--- config.mk ---
export PLATFORM = sky130hd
export DESIGN_NAME = smrq_out_buf
export DESIGN_NICKNAME = d
export VERILOG_FILES = /design/src/sv/assert_macros.svh /design/src/sv/smrq_pkg.sv /design/src/sv/smrq_out_buf.sv
export SDC_FILE = /design/constraint.sdc
export NUM_CORES = 1
export LEC_CHECK = 0
export ABC_AREA = 1
export BUFFER_PORTS_ARGS = -buffer_cell sky130_fd_sc_hd__buf_2
export CORE_MARGIN = 2
export CORE_UTILIZATION = 44
export DETAILED_ROUTE_END_ITERATION = 6
export PLACE_DENSITY_LB_ADDON = 0.3
export REMOVE_ABC_BUFFERS = 1
export SLEW_MARGIN = 20
export SYNTH_ARGS = -nofsm -noshare
export SYNTH_HDL_FRONTEND = slang
export SYNTH_SLANG_ARGS = --single-unit
--- constraint.sdc ---
create_clock -name clk_i -period 1.3 [get_ports clk_i]
set_input_delay 0.13 -clock clk_i [delete_from_list [all_inputs] [get_ports clk_i]]
set_output_delay 0.13 -clock clk_i [all_outputs]
set_load 0.02 [all_outputs]
--- src/sv/assert_macros.svh ---
// ---------------------------------------------------------------------------
// assertion helpers used by the ring queue core
// ---------------------------------------------------------------------------
`ifndef ASSERT_MACROS_SVH
`define ASSERT_MACROS_SVH

// property checked on every rising clock edge outside reset
`define SMRQ_ASSERT(label, prop, msg) \
  label: assert property (@(posedge clk_i) disable iff (!rst_ni) (prop)) else $error(msg);

// condition that must never be seen outside reset
`define SMRQ_NEVER(label, cond, msg) \
  label: assert property (@(posedge clk_i) disable iff (!rst_ni) !(cond)) else $error(msg);

`endif

--- src/sv/smrq_pkg.sv ---
// ---------------------------------------------------------------------------
// smrq_pkg
// types and constants of the slotted message ring queue
// ---------------------------------------------------------------------------
package smrq_pkg;

  localparam int unsigned MaxSlotsDef     = 16;
  localparam int unsigned MaxSlotBytesDef = 64;

  localparam int unsigned CfgAddrW = 3;
  localparam int unsigned CfgDataW = 32;

  // register select, taken from the word address bit
  localparam logic RegSlotCount = 1'b0;
  localparam logic RegSlotBytes = 1'b1;

  localparam logic [4:0] SlotCountRst = 5'd16;
  localparam logic [6:0] SlotBytesRst = 7'd64;

  localparam logic OpWrite = 1'b0;
  localparam logic OpRead  = 1'b1;

  localparam logic [1:0] StOk       = 2'd0;
  localparam logic [1:0] StTooLarge = 2'd1;
  localparam logic [1:0] StFull     = 2'd2;
  localparam logic [1:0] StEmpty    = 2'd3;

  typedef struct packed {
    logic       operation;
    logic [7:0] request_length;
    logic [7:0] data_byte;
    logic       last_byte;
  } in_item_t;

  typedef struct packed {
    logic [1:0] status;
    logic [7:0] read_byte;
    logic       byte_valid;
    logic       last;
  } out_item_t;

  typedef struct packed {
    logic [1:0] count;
    logic       pop;
  } buf_stat_t;

endpackage

--- src/sv/smrq_out_buf.sv ---
// ---------------------------------------------------------------------------
// smrq_out_buf
// two-word result buffer: output register plus skid register
// ---------------------------------------------------------------------------
module smrq_out_buf import smrq_pkg::*; (
  input  logic      clk_i,
  input  logic      rst_ni,
  input  logic      push_i,
  input  out_item_t push_item_i,
  input  logic      ready_i,
  output logic      valid_o,
  output out_item_t item_o,
  output buf_stat_t stat_o
);

  logic      out_vld_q, out_vld_d;
  logic      skid_vld_q, skid_vld_d;
  out_item_t out_q, out_d;
  out_item_t skid_q, skid_d;
  logic      pop;

  assign pop = out_vld_q & ready_i;

  always_comb begin
    out_vld_d  = out_vld_q;
    skid_vld_d = skid_vld_q;
    out_d      = out_q;
    skid_d     = skid_q;
    if (pop) begin
      if (skid_vld_q) begin
        out_d = skid_q;
        if (push_i) begin
          skid_d = push_item_i;
        end else begin
          skid_vld_d = 1'b0;
        end
      end else if (push_i) begin
        out_d = push_item_i;
      end else begin
        out_vld_d = 1'b0;
      end
    end else if (push_i) begin
      if (!out_vld_q) begin
        out_d     = push_item_i;
        out_vld_d = 1'b1;
      end else begin
        skid_d     = push_item_i;
        skid_vld_d = 1'b1;
      end
    end
  end

  always_ff @(posedge clk_i or negedge rst_ni) begin
    if (!rst_ni) begin
      out_vld_q  <= 1'b0;
      skid_vld_q <= 1'b0;
    end else begin
      out_vld_q  <= out_vld_d;
      skid_vld_q <= skid_vld_d;
    end
  end

  always_ff @(posedge clk_i) begin
    out_q  <= out_d;
    skid_q <= skid_d;
  end

  assign valid_o      = out_vld_q;
  assign item_o       = out_q;
  assign stat_o.count = {1'b0, out_vld_q} + {1'b0, skid_vld_q};
  assign stat_o.pop   = pop;

endmodule

Word-level counts from Yosys, hierarchy flattened

Index checks and enable logic that the tools add are counted.
Widths: inputs -> output; s select.

Register bits: 26
Input port bits: 16
Output and inout port bits: 16
Logic and storage cells: 42

Add/sub/neg operators: 1
Eq/ne operators: 5
Mux-type cells: 18
Bitwise operators: 1
Reduce and logical (&&, ||, !) cells: 7

Operators with widths:

| operator           | count |
|---|---|
| $mux 12            | 9 |
| $mux 1             | 9 |
| $ne 2x2->1 const B | 4 |
| $reduce_and 3->1   | 2 |
| $reduce_bool 2->1  | 3 |
| $reduce_and 4->1   | 1 |
| $add 1x1->2        | 1 |
| $ne 2x1->1 const B | 1 |
| $reduce_and 2->1   | 1 |
| $and 1x1->1        | 1 |

Longest topological paths before layout

Gate-level depths: netlist of run 1.

Depth in word-level cells: 3
Gate-level depth with buffers: 5

Least setup slack after synthesis of run 1

No wires, ideal clock.

Path kind: register to register
Start: register out_vld_q (netlist: valid_o)
End: register skid_q[0] (netlist name), enable pin
Setup time: 0.344 ns
Arrival time: 1.020 ns
Required time: 0.956 ns
Path slack: -0.064 ns
Stages on the path, launching flop included: 5
Path buffers: 0
Period minus slack after synthesis: 1.364 ns
Cells stage by stage: dfrtp_1 nand2_1 nand2_1 nand2_1 inv_1

Longest elaborated chain between the ends: 3
Elaborated cells on any way between the ends: 5
Those cells by class: 1 x eq/ne; 1 x bitwise; 3 x reduce/logical

RTL lines:

| item                                                             | line               | text |
|---|---|---|
| start: declaration                                               | smrq_out_buf.sv:16 | `logic out_vld_q, out_vld_d;` |
| start signal: assignment                                         | smrq_out_buf.sv:58 | `out_vld_q <= out_vld_d;` |
| $and 1x1->1                                                      | smrq_out_buf.sv:22 | `assign pop = out_vld_q & ready_i;` |
| $ne 2x2->1 (no line) / $reduce_bool 2->1 (equally long branches) | --                 |  |
| $reduce_and 4->1 (no line) *                                     | --                 |  |
| end signal: assignment                                           | smrq_out_buf.sv:65 | `skid_q <= skid_d;` |
| end: declaration                                                 | smrq_out_buf.sv:19 | `out_item_t skid_q, skid_d;` |

Mark *: on every way between the ends. The rest lies on a longest branch, timed or not.
A chain may end at the register's enable or synchronous reset.

==> results of run 1 <==
-- stage by stage --
step / cells / worst slack (ns) / utilization (%) / hold WS (ns) / instance area [µm²]
2_1_floorplan: 79 / -0.121 / - / -0.166 / 1000
3_3_place_gp: 143 / 0.151 / 56.1 / -0.0842 / 1240
3_5_place_dp: 143 / 0.0775 / 56.1 / -0.0794 / 1240
4_1_cts: 162 / -0.0363 / 65.6 / 0.0425 / 1450
5_1_grt: 165 / -0.0466 / 67.8 / 0.0429 / 1500
6_report: 165 / 0.00635 / 67.8 / 0.0539 / 1500
-- synth_stat cells, drive strengths merged --
cell,instances
buf,4
dfrtp,2
edfxtp,24
ha,1
inv,5
nand2,33
nand3,14
-- power groups by stage --
stage                     clock network, mW  logic, mW  registers (mW)
after detailed placement                  0      0.423            1.09
after floorplan                           0      0.156            1.17
after global placement                    0      0.415            1.09
final                                 0.544      0.526            1.07
after global routing                  0.598      0.570            1.08
after CTS                             0.561      0.492            1.06
-- cell type report --
| type | count | area, µm² |
|---|---|---|
| multi-input cells | 48 | 231 |
| clock inverters | 1 | 30.0 |
| repair buffers | 54 | 385 |
| well taps | 28 | 35.0 |
| fillers | 160 | 712 |
| inverters | 5 | 23.8 |
| clock buffers | 3 | 22.5 |
| flip-flops and latches | 26 | 772 |
-- cells by family (layout without fill, tap and decap cells) --
family | Yosys count | count (layout)
adder cells (fa/ha/maj) | 1 | 1
AND/OR/NAND/NOR | 47 | 47
buffers and inverters | 9 | 63
flip-flops | 26 | 26
-- what timing repair did --
action / 4_1_cts / 5_1_grt
pin swaps: 1 / 0
endpoints found under the setup margin: 2 / 26
setup buffers: 2 / 3
cloned: 0 / 0
endpoints found under the hold margin: 14 / 0
resized for setup: 4 / 8
hold buffers: 13 / 0
-- worst max path at each step --
stage               start  cells after the start   endpoint  slack [ns]
6_report          valid_o                      2  stat_o[1]       0.006
5_1_grt           valid_o                      6  skid_q[7]       -0.05
4_1_cts        skid_vld_q                      2  stat_o[1]       -0.04
3_5_place_dp   skid_vld_q                      5  skid_q[6]        0.08
3_3_place_gp      valid_o                      5  skid_q[1]        0.15
2_1_floorplan  skid_vld_q                      4  skid_q[0]       -0.12
-- worst register-to-register path: stages, from the launching register on --
cell,delay (ns)
dfrtp_2,0.43
buf_4,0.15
nand2_2,0.07
nand2_1,0.06
nand2_1,0.07
inv_1,0.08
buf_4,0.16
-- registers in the layout, summed over array words and instances, names as in the netlist --
| register | count |
|---|---|
| item_o | 12 |
| skid_q | 12 |
| skid_vld_q | 1 |
| valid_o | 1 |
-- metal layers --
metal | track usage (%) | up-vias | share of wire [%]
li1 | - | 391 | -
met1 | 20.2 | 341 | 39
met2 | 26.3 | 35 | 54
met3 | 3.43 | 4 | 6.1
met4 | 8.97 | 0 | 1.3
met5 | 0 | - | 0
==> flow_summary.rst, run 1 <==
.. list-table::
   :header-rows: 1

   * - Metric
     - Value
   * - Number of antenna repair diodes
     - 0
   * - Xor and xnor area share after synthesis
     - 0%
   * - Maximum clock skew at final layout
     - 0.00761 ns
   * - Antenna violations before repair
     - 0
   * - Proportion of power drawn by combinational gates
     - between 20 and 25%
   * - Basic-gate share of the synthesized area counting and, or, nand and nor cells
     - between 10% and 20%
   * - Critical path peak fanout
     - 4
   * - Total of endpoints with negative setup slack in the final report
     - 0
   * - Highest clock rate
     - 0.773 GHz
   * - Worst r2r path cells
     - 6
   * - Power dissipated by switching net loads
     - 0.568 mW
   * - Starting DRC count in detailed routing
     - 17
   * - Element type at the critical path start
     - flop
   * - Critical R2R Capture
     - skid_q[7]
   * - Count of pins on the block boundary
     - 32
   * - Total Routing Usage GR
     - between 10% and 20%
   * - CP bufs+invs
     - 1
   * - Most common library cell in the layout ignoring fill and taps
     - nand2_1
   * - First-pass detailed-route iteration total
     - 4
   * - Ranking of synthesized cells by area
     - edfxtp_1 (69%), nand2_1 (12%), nand3_1 (6.3%), dfrtp_1 (4.8%), buf_6 (2.2%)
   * - HP Class
     - in2reg
   * - Max-slew violations
     - 0
   * - Switching share of power
     - a little over a quarter
   * - Sequential share of power
     - 50.0%
   * - Setup slack, reg-to-reg
     - 0.02 ns
   * - Synth Area in Adders
     - ~1.2%
   * - Proportion of netlist area held by the largest area contributor
     - 69.4%
   * - Lkg Pwr
     - 0.683 nW
   * - Clock power frac
     - 25.4%
   * - Arrival time at the worst endpoint
     - 1.16 ns
   * - Number of nets at the end of the flow
     - approximately 160
   * - Weighted congestion at the end of routability-driven global placement
     - 0.753
   * - Stage delay of the slowest cell on the critical path
     - around 0.47 ns
   * - Yosys top cell by area
     - edfxtp_1
   * - Largest net degree at the start of global routing
     - 16
   * - Placement Rows
     - 17
   * - Sequential area share after synthesis
     - 74.2%
   * - Crit Path Class
     - reg2out
   * - Total of max-cap violations
     - 0
   * - Commonest cells after routing, fill and taps aside
     - nand2_1 (30), buf_2 (29), edfxtp_1 (24), nand3_1 (13), dlygate4sd3_1 (13)
   * - Power after layout
     - 2.14 mW
   * - HPWL after DPL
     - 1310 µm
   * - Width of the die
     - around 53 µm
   * - Post-synthesis compound-gate area fraction
     - 0%
   * - Average cell area after synthesis
     - 12.5 µm²
   * - Min-Delay Startpoint
     - push_i
   * - Clock buffer count from CTS
     - 3
   * - Global-route wire length before repair
     - 3010 µm
   * - Maximum root-to-sink buffer count
     - 2
   * - Fraction of final layout cells with drive strength greater than 1
     - between 30 and 40%
   * - Hold Vio Cnt, Final
     - 0
   * - Final Routed Wirelength
     - 2080 µm
   * - Final worst path period need
     - 1.29 ns
   * - Clock input transition at the sequential cells of the worst setup and hold paths
     - around 0.13 ns
   * - Main combinational cell family by area after synthesis
     - simple AND/OR/NAND/NOR gates
   * - Routed vias/inst
     - 4.67
   * - Remaining antenna violation count
     - 0
   * - CTS tree
     - done
   * - Gate count after technology mapping
     - 83
   * - Total Negative Setup Slacks
     - 0 ns
   * - Count of unresolved DRC violations after routing
     - 0
   * - CP max-delay cell
     - dfrtp_2
   * - Setup repair after global routing missed its margin
     - yes
   * - Vias
     - 771
   * - Number of global-route vias before repair
     - about 690
   * - Clock insertion delay at the later pin of the skew report
     - 0.32 ns
   * - Clk root buf
     - clkbuf_4
   * - Required time at the worst-slack endpoint
     - ~1.2 ns
   * - Power per cell area
     - 1430 nW/µm²
   * - Number of distinct library cells after synthesis
     - 10
   * - P_int
     - 1.57 mW
   * - Endpoint type of the worst setup path
     - primary output
   * - Synth warn
     - 0
   * - Largest delay share family, worst path
     - flip-flops
   * - Startpoint of the lowest-slack register-to-register path
     - valid_o
   * - Worst Hold Endpoint
     - valid_o
   * - Area growth from synthesis to layout
     - 44.5%
   * - Measured slew at the worst slew-check pin
     - 0.259 ns
   * - IR drop worst, VDD
     - 1.13 mV
   * - Cell depth of the worst hold path
     - 3
   * - Floorplan die area
     - 2760 µm²
   * - Status
     - finished clean
   * - Mux contribution to synthesized area
     - 0%
   * - Sum of overflow across all layers after global routing
     - 0
   * - Die Ht
     - about 53 µm
   * - Clock H-tree levels
     - 1
   * - Per-cell routed wire length
     - 12.6 µm
   * - Port buffer count
     - 31
   * - Total standard cell area after synthesis
     - 1040 µm²
   * - Tcrit/Tclk final
     - 99.5%
   * - Post-synthesis register bit count
     - 26
   * - Total core area
     - approximately 2200 µm²
   * - Clock sinks
     - 26
   * - Initial Utilization
     - 46.9%
   * - Chain of cells forming the critical path
     - ha_4 -> buf_6
   * - Worst-case headroom to the max-slew limit
     - between 80% and 90%
Power figures use the tool's default switching activity.
==> inputs of run 2 (changes only) <==
Settings changed: SETUP_SLACK_MARGIN from default to 0.3.
==> run 2 against run 1 <==
Against the previous run:
- the run now ends with setup timing left
- first-iteration DRC count increased by 5.9%
- clock power increased by 1%
- setup slack got worse by 0.018 ns
- critical path depth unchanged
- sequential cell count unchanged
- register-to-register slack got worse by 0.02 ns
- routed wire length increased by 24%
- power increased by 11%
- fmax decreased by 1.4%
- combinational power increased by 41%
- worst hold slack improved by 0.0078 ns
- critical endpoint unchanged
==> flow_summary.rst, run 2 (same netlist as run 1, synthesis figures left out) <==
.. list-table::
   :header-rows: 1

   * - Metric
     - Value
   * - Violations in the final reports
     - setup timing
   * - Measured slew at the worst slew-check pin
     - 0.176 ns
   * - Routed vias/inst
     - 4.85
   * - Width of the die
     - around 53 µm
   * - Largest delay share family, worst path
     - flip-flops
   * - Cell total after placement
     - 143
   * - Most common library cell in the layout ignoring fill and taps
     - edfxtp_1
   * - Finished layout cell area
     - 1730 µm²
   * - Maximum root-to-sink buffer count
     - 2
   * - Total Routing Usage GR
     - 18.9%
   * - Status
     - finished with violations
   * - Fraction of final layout cells with drive strength greater than 1
     - 52.4%
   * - Largest net degree at the start of global routing
     - 16
   * - Pre-CTS WS
     - 0.0775 ns
   * - Area growth from synthesis to layout
     - 66.5%
   * - Area of placed instances
     - 1240 µm²
   * - Sum of overflow across all layers after global routing
     - 0
   * - Global-route wire length before repair
     - 3510 µm
   * - Number of antenna repair diodes
     - 0
   * - Power after layout
     - 2.38 mW
   * - Maximum clock skew at final layout
     - about 0.005 ns
   * - Crit Path Class
     - reg2out
   * - Placement Rows
     - 17
   * - Stage delay of the slowest cell on the critical path
     - 0.48 ns
   * - Per-cell routed wire length
     - 15.1 µm
   * - Max-slew violations
     - 0
   * - Total of max-cap violations
     - 0
   * - Clk root buf
     - clkbuf_4
   * - Vias
     - 830
   * - Layout filler cell count
     - between 100 and 150
   * - Chain of cells forming the critical path
     - ha_4 -> buf_6
   * - Clock sinks
     - 26
   * - Starting DRC count in detailed routing
     - 18
   * - Element type at the critical path start
     - flop
   * - Arrival time at the worst endpoint
     - 1.18 ns
   * - Hold Vio Cnt, Final
     - 0
   * - Highest clock rate
     - 0.762 GHz
   * - Post-layout worst setup margin
     - -0.0119 ns
   * - Clock buffer count from CTS
     - 3
   * - Number of global-route vias before repair
     - slightly below 800
   * - Number of nets at the end of the flow
     - 161
   * - Clock insertion delay at the later pin of the skew report
     - 0.32 ns
   * - Setup repair after global routing missed its margin
     - yes
   * - Final worst path period need
     - between 1 and 1.5 ns
   * - Count of pins on the block boundary
     - 32
   * - IR drop worst, VDD
     - 1.32 mV
   * - Clock input transition at the sequential cells of the worst setup and hold paths
     - 0.13 ns
   * - Port buffer count
     - 31
   * - Footprint of the multi-input gates
     - 299 µm²
   * - HPWL after DPL
     - 1310 µm
   * - CP max-delay cell
     - dfrtp_2
   * - Floorplan die area
     - 2760 µm²
   * - Remaining antenna violation count
     - 0
   * - HP Class
     - in2reg
   * - Area taken by flip-flops and latches
     - 772 µm²
   * - CP bufs+invs
     - 1
   * - Clock H-tree levels
     - 1
   * - Power per cell area
     - 1370 nW/µm²
   * - Die Ht
     - approximately 53 µm
   * - Total core area
     - 2210 µm²
   * - Weighted congestion at the end of routability-driven global placement
     - 0.753
   * - Tcrit/Tclk final
     - 101%
   * - Antenna violations before repair
     - 0
   * - Worst-case headroom to the max-slew limit
     - around nine tenths
   * - Required time at the worst-slack endpoint
     - 1.17 ns
   * - Commonest cells after routing, fill and taps aside
     - edfxtp_1 (24), buf_6 (21), nand2_2 (17), buf_2 (16), nand2_1 (15)
   * - Critical path peak fanout
     - 4
   * - Count of unresolved DRC violations after routing
     - 0
   * - First-pass detailed-route iteration total
     - 4
   * - CTS tree
     - done
   * - Fin util
     - 78.2%
   * - Count of placed standard cells in the final layout, fillers left out
     - roughly 170
   * - Endpoint type of the worst setup path
     - primary output
   * - Lkg Pwr
     - 0.756 nW
   * - Final Routed Wirelength
     - 2580 µm
   * - Initial Utilization
     - around 47%
   * - Total of endpoints with negative setup slack in the final report
     - 1
## run 2: cell count changes in the layout (fill, tap and decap cells not counted), moves of 2 or more
cell     delta
nand3_4     +2
nand2_2    +14
buf_2      -13
buf_4       -2
nand2_1    -15
buf_6      +19
## run 2: worst register-to-register path, stage by stage, from the launching register on
cell	delay, ns
dfrtp_1	0.42
buf_6	0.11
buf_6	0.11
nand2_4	0.06
nand2_2	0.06
nand2_2	0.06
inv_4	0.08
clkbuf_16	0.14
## run 2: layout make-up
class / count / share of cell area [%]
Clock inverter: 1 / 1.74
Tap cell: 28 / 2.03
Multi-Input combinational cell: 49 / 17.3
Sequential cell: 26 / 44.6
Timing Repair Buffer: 59 / 31.5
Clock buffer: 3 / 1.30
Inverter: 5 / 1.52
## run 2: layer usage
| metal | vias to the layer above | global-route usage, % | share of wire (%) |
|---|---|---|---|
| met3 | 4 | 3.43 | 3.7 |
| li1 | 408 | - | - |
| met1 | 387 | 25.4 | 43 |
| met4 | 0 | 9.40 | 1.2 |
| met2 | 31 | 29.2 | 52 |
| met5 | - | 0 | 0 |
## run 2: metrics by stage
step,setup TNS (ns),hold WS (ns)
CTS,-0.0468,0.00755
global placement,0,-0.0842
global route,-0.866,0.0384
floorplan,-2.58,-0.166
detailed placement,0,-0.0794
finish,-0.0119,0.0617
## run 2: power by group
group,internal (mW),switching (mW),leakage (nW)
logic,0.369,0.371,0.476
clock network,0.312,0.239,0.0279
registers,1.04,0.0441,0.252
total,1.72,0.654,0.756
## run 2: timing repair
| action | 4_1_cts | 5_1_grt |
|---|---|---|
| cloned | 1 | 1 |
| resized for setup | 40 | 24 |
| setup endpoints to repair | 50 | 53 |
| pin swaps | 5 | 5 |
| endpoints found under the hold margin | 13 | 1 |
| hold buffers | 12 | 1 |
| setup buffers | 4 | 5 |
## run 2: worst paths after layout
path	startpoint	end	slack (ns)	cells after the start
max in group asynchronous	rst_ni	valid_o	1.10	2
worst min register to register	skid_q[2]	item_o[2]	0.56	2
worst max-delay path	valid_o	stat_o[1]	-0.01	2
min in group asynchronous	rst_ni	valid_o	0.10	2
worst max register to register	skid_vld_q	item_o[7]	0	7
worst min-delay path	push_i	skid_vld_q	0.06	3
==> inputs of run 3 (changes only) <==
Settings changed: PLACE_DENSITY from default to 0.75, PLACE_DENSITY_LB_ADDON 0.3 to default.
==> run 3 against run 2 <==
Against the previous run:
- the flow still finishes with violations (setup timing)
- sequential share of layout area decreased by 0.98 points
- setup slack got worse by 0.0053 ns
- global-route usage down 1.1 points
- clock power shrank 38%
- critical path depth is 1 higher
- first-iteration DRC count is 78% higher
- count of clock-buffer cells in the layout stayed put
- clock skew down 0.0039 ns
- non-clock buffer count rose by 1
==> flow_summary.rst, run 3 (same netlist as run 1, synthesis figures left out) <==
.. list-table::
   :header-rows: 1

   * - Metric
     - Value
   * - Cell total after placement
     - 142
   * - Footprint of the multi-input gates
     - 317 µm²
   * - Setup repair after global routing missed its margin
     - yes
   * - Floorplan die area
     - roughly 2800 µm²
   * - Maximum clock skew at final layout
     - 0.00117 ns
   * - Routed vias/inst
     - 5.01
   * - Cell depth of the worst hold path
     - 3
   * - Smallest hold slack
     - 0.0759 ns
   * - Startpoint of the lowest-slack register-to-register path
     - valid_o
   * - Final worst path period need
     - 1.32 ns
   * - Area growth from synthesis to layout
     - 70.2%
   * - Placement Rows
     - 17
   * - Stage delay of the slowest cell on the critical path
     - 0.45 ns
   * - Clock buffer count from CTS
     - 3
   * - Die Ht
     - 52.6 µm
   * - Total core area
     - 2210 µm²
   * - Number of nets at the end of the flow
     - 162
   * - Starting DRC count in detailed routing
     - 32
   * - Final Routed Wirelength
     - 2620 µm
   * - Clock insertion delay at the later pin of the skew report
     - between 0.3 and 0.4 ns
   * - Port buffer count
     - 31
   * - Maximum root-to-sink buffer count
     - 2
   * - Worst-case headroom to the max-slew limit
     - 89.2%
   * - Clock input transition at the sequential cells of the worst setup and hold paths
     - ~0.13 ns
   * - HP Class
     - in2reg
   * - Per-cell routed wire length
     - 15.2 µm
   * - Largest delay share family, worst path
     - flip-flops
   * - Largest net degree at the start of global routing
     - 15
   * - Sum of overflow across all layers after global routing
     - 0
   * - Crit. Startpoint
     - valid_o
   * - CP max-delay cell
     - dfrtp_2
   * - Clock H-tree levels
     - 1
   * - Count of unresolved DRC violations after routing
     - 0
   * - Count of pins on the block boundary
     - 32
   * - Clock sinks
     - 26
   * - Remaining antenna violation count
     - 0
   * - First-pass detailed-route iteration total
     - 4
   * - Max-slew violations
     - 0
   * - Area taken by flip-flops and latches
     - a little under 800 µm²
   * - Clk root buf
     - clkbuf_4
   * - Power per cell area
     - around 1300 nW/µm²
   * - Cell depth of the worst setup path
     - 3
   * - Width of the die
     - approximately 53 µm
   * - Hold Vio Cnt, Final
     - 0
   * - Commonest cells after routing, fill and taps aside
     - edfxtp_1 (24), nand2_1 (23), buf_6 (21), buf_2 (16), dlygate4sd3_1 (13)
   * - Total of max-cap violations
     - 0
   * - Layout filler cell count
     - between 100 and 150
   * - Required time at the worst-slack endpoint
     - 1.17 ns
   * - Measured slew at the worst slew-check pin
     - 0.163 ns
   * - Worst r2r path cells
     - 5
   * - IR drop worst, VDD
     - 0.907 mV
   * - Fraction of final layout cells with drive strength greater than 1
     - 50.0%
   * - Total of endpoints with negative setup slack in the final report
     - 2
   * - Number of antenna repair diodes
     - 0
   * - Most common library cell in the layout ignoring fill and taps
     - edfxtp_1
   * - Total Routing Usage GR
     - 17.7%
   * - Number of global-route vias before repair
     - 783
   * - Endpoint type of the worst setup path
     - primary output
   * - Crit Path Class
     - reg2out
   * - Vias
     - 862
   * - Violations in the final reports
     - setup timing
   * - Weighted congestion at the end of routability-driven global placement
     - 0.838
   * - Element type at the critical path start
     - flop
   * - Min-Delay Startpoint
     - push_i
   * - Antenna violations before repair
     - 0
   * - Count of placed standard cells in the final layout, fillers left out
     - 172
   * - HPWL after DPL
     - 1340 µm
   * - Pre-CTS WS
     - 0.0834 ns
   * - CTS tree
     - done
   * - Arrival time at the worst endpoint
     - roughly 1.2 ns
   * - Critical path peak fanout
     - 6
   * - Status
     - finished with violations
   * - Chain of cells forming the critical path
     - nand2_1 -> inv_4 -> buf_2
   * - Tcrit/Tclk final
     - 101%
   * - Global-route wire length before repair
     - 3390 µm
   * - Initial Utilization
     - roughly 47%
   * - Fin util
     - 79.9%
   * - Lkg Pwr
     - 0.773 nW
   * - Power after layout
     - 2.24 mW
   * - CP bufs+invs
     - 2
   * - Post-layout worst setup margin
     - -0.0173 ns
   * - Highest clock rate
     - around 0.76 GHz
## run 3: metal layers
layer / global-route usage (%) / vias up / share of wire [%]
li1: - / 410 / -
met1: 19.8 / 422 / 39
met2: 32.7 / 26 / 57
met3: 3.14 / 4 / 3.2
met4: 7.26 / 0 / 0.84
met5: 0 / - / 0
## run 3: report_power, final
group          leakage, nW  total, mW  switching, mW  internal, mW
clock network       0.0154      0.343          0.231         0.112
logic                0.506      0.808          0.383         0.425
registers            0.252       1.09         0.0489          1.04
## run 3: worst paths after layout
kind                         endpoint  slack, ns
max                         stat_o[0]      -0.02
max reg2reg                 item_o[5]       0.02
min reg2reg                 item_o[0]       0.57
min                        skid_vld_q       0.08
max in group asynchronous     valid_o       1.09
min in group asynchronous     valid_o       0.11
## run 3: repair_timing
action,CTS,global route
resized for setup,42,23
buffers inserted,5,5
hold endpoints to repair,11,3
pin swaps,5,5
cloned,1,2
setup endpoints to repair,48,53
hold buffers,10,3
## run 3: cell type report
cell class / instances / area share, %
Clock buffer: 3 / 1.27
Clock inverter: 1 / 0.212
Inverter: 5 / 1.34
Multi-Input combinational cell: 49 / 17.9
Sequential cell: 26 / 43.7
Tap cell: 28 / 1.98
Timing Repair Buffer: 60 / 33.6
## run 3: metrics by stage
step | cell area, µm² | setup TNS, ns
floorplan | 1000 | -2.58
detailed placement | 1230 | 0
global route | 1770 | -0.281
global placement | 1230 | 0
finish | 1770 | -0.0246
CTS | 1560 | -0.00566
## run 3: worst reg2reg max path, stage by stage, from the launching register on
cell	delay [ns]
dfrtp_2	0.48
nand2_1	0.16
inv_4	0.07
buf_4	0.18
nand3_1	0.09
nand2_1	0.07
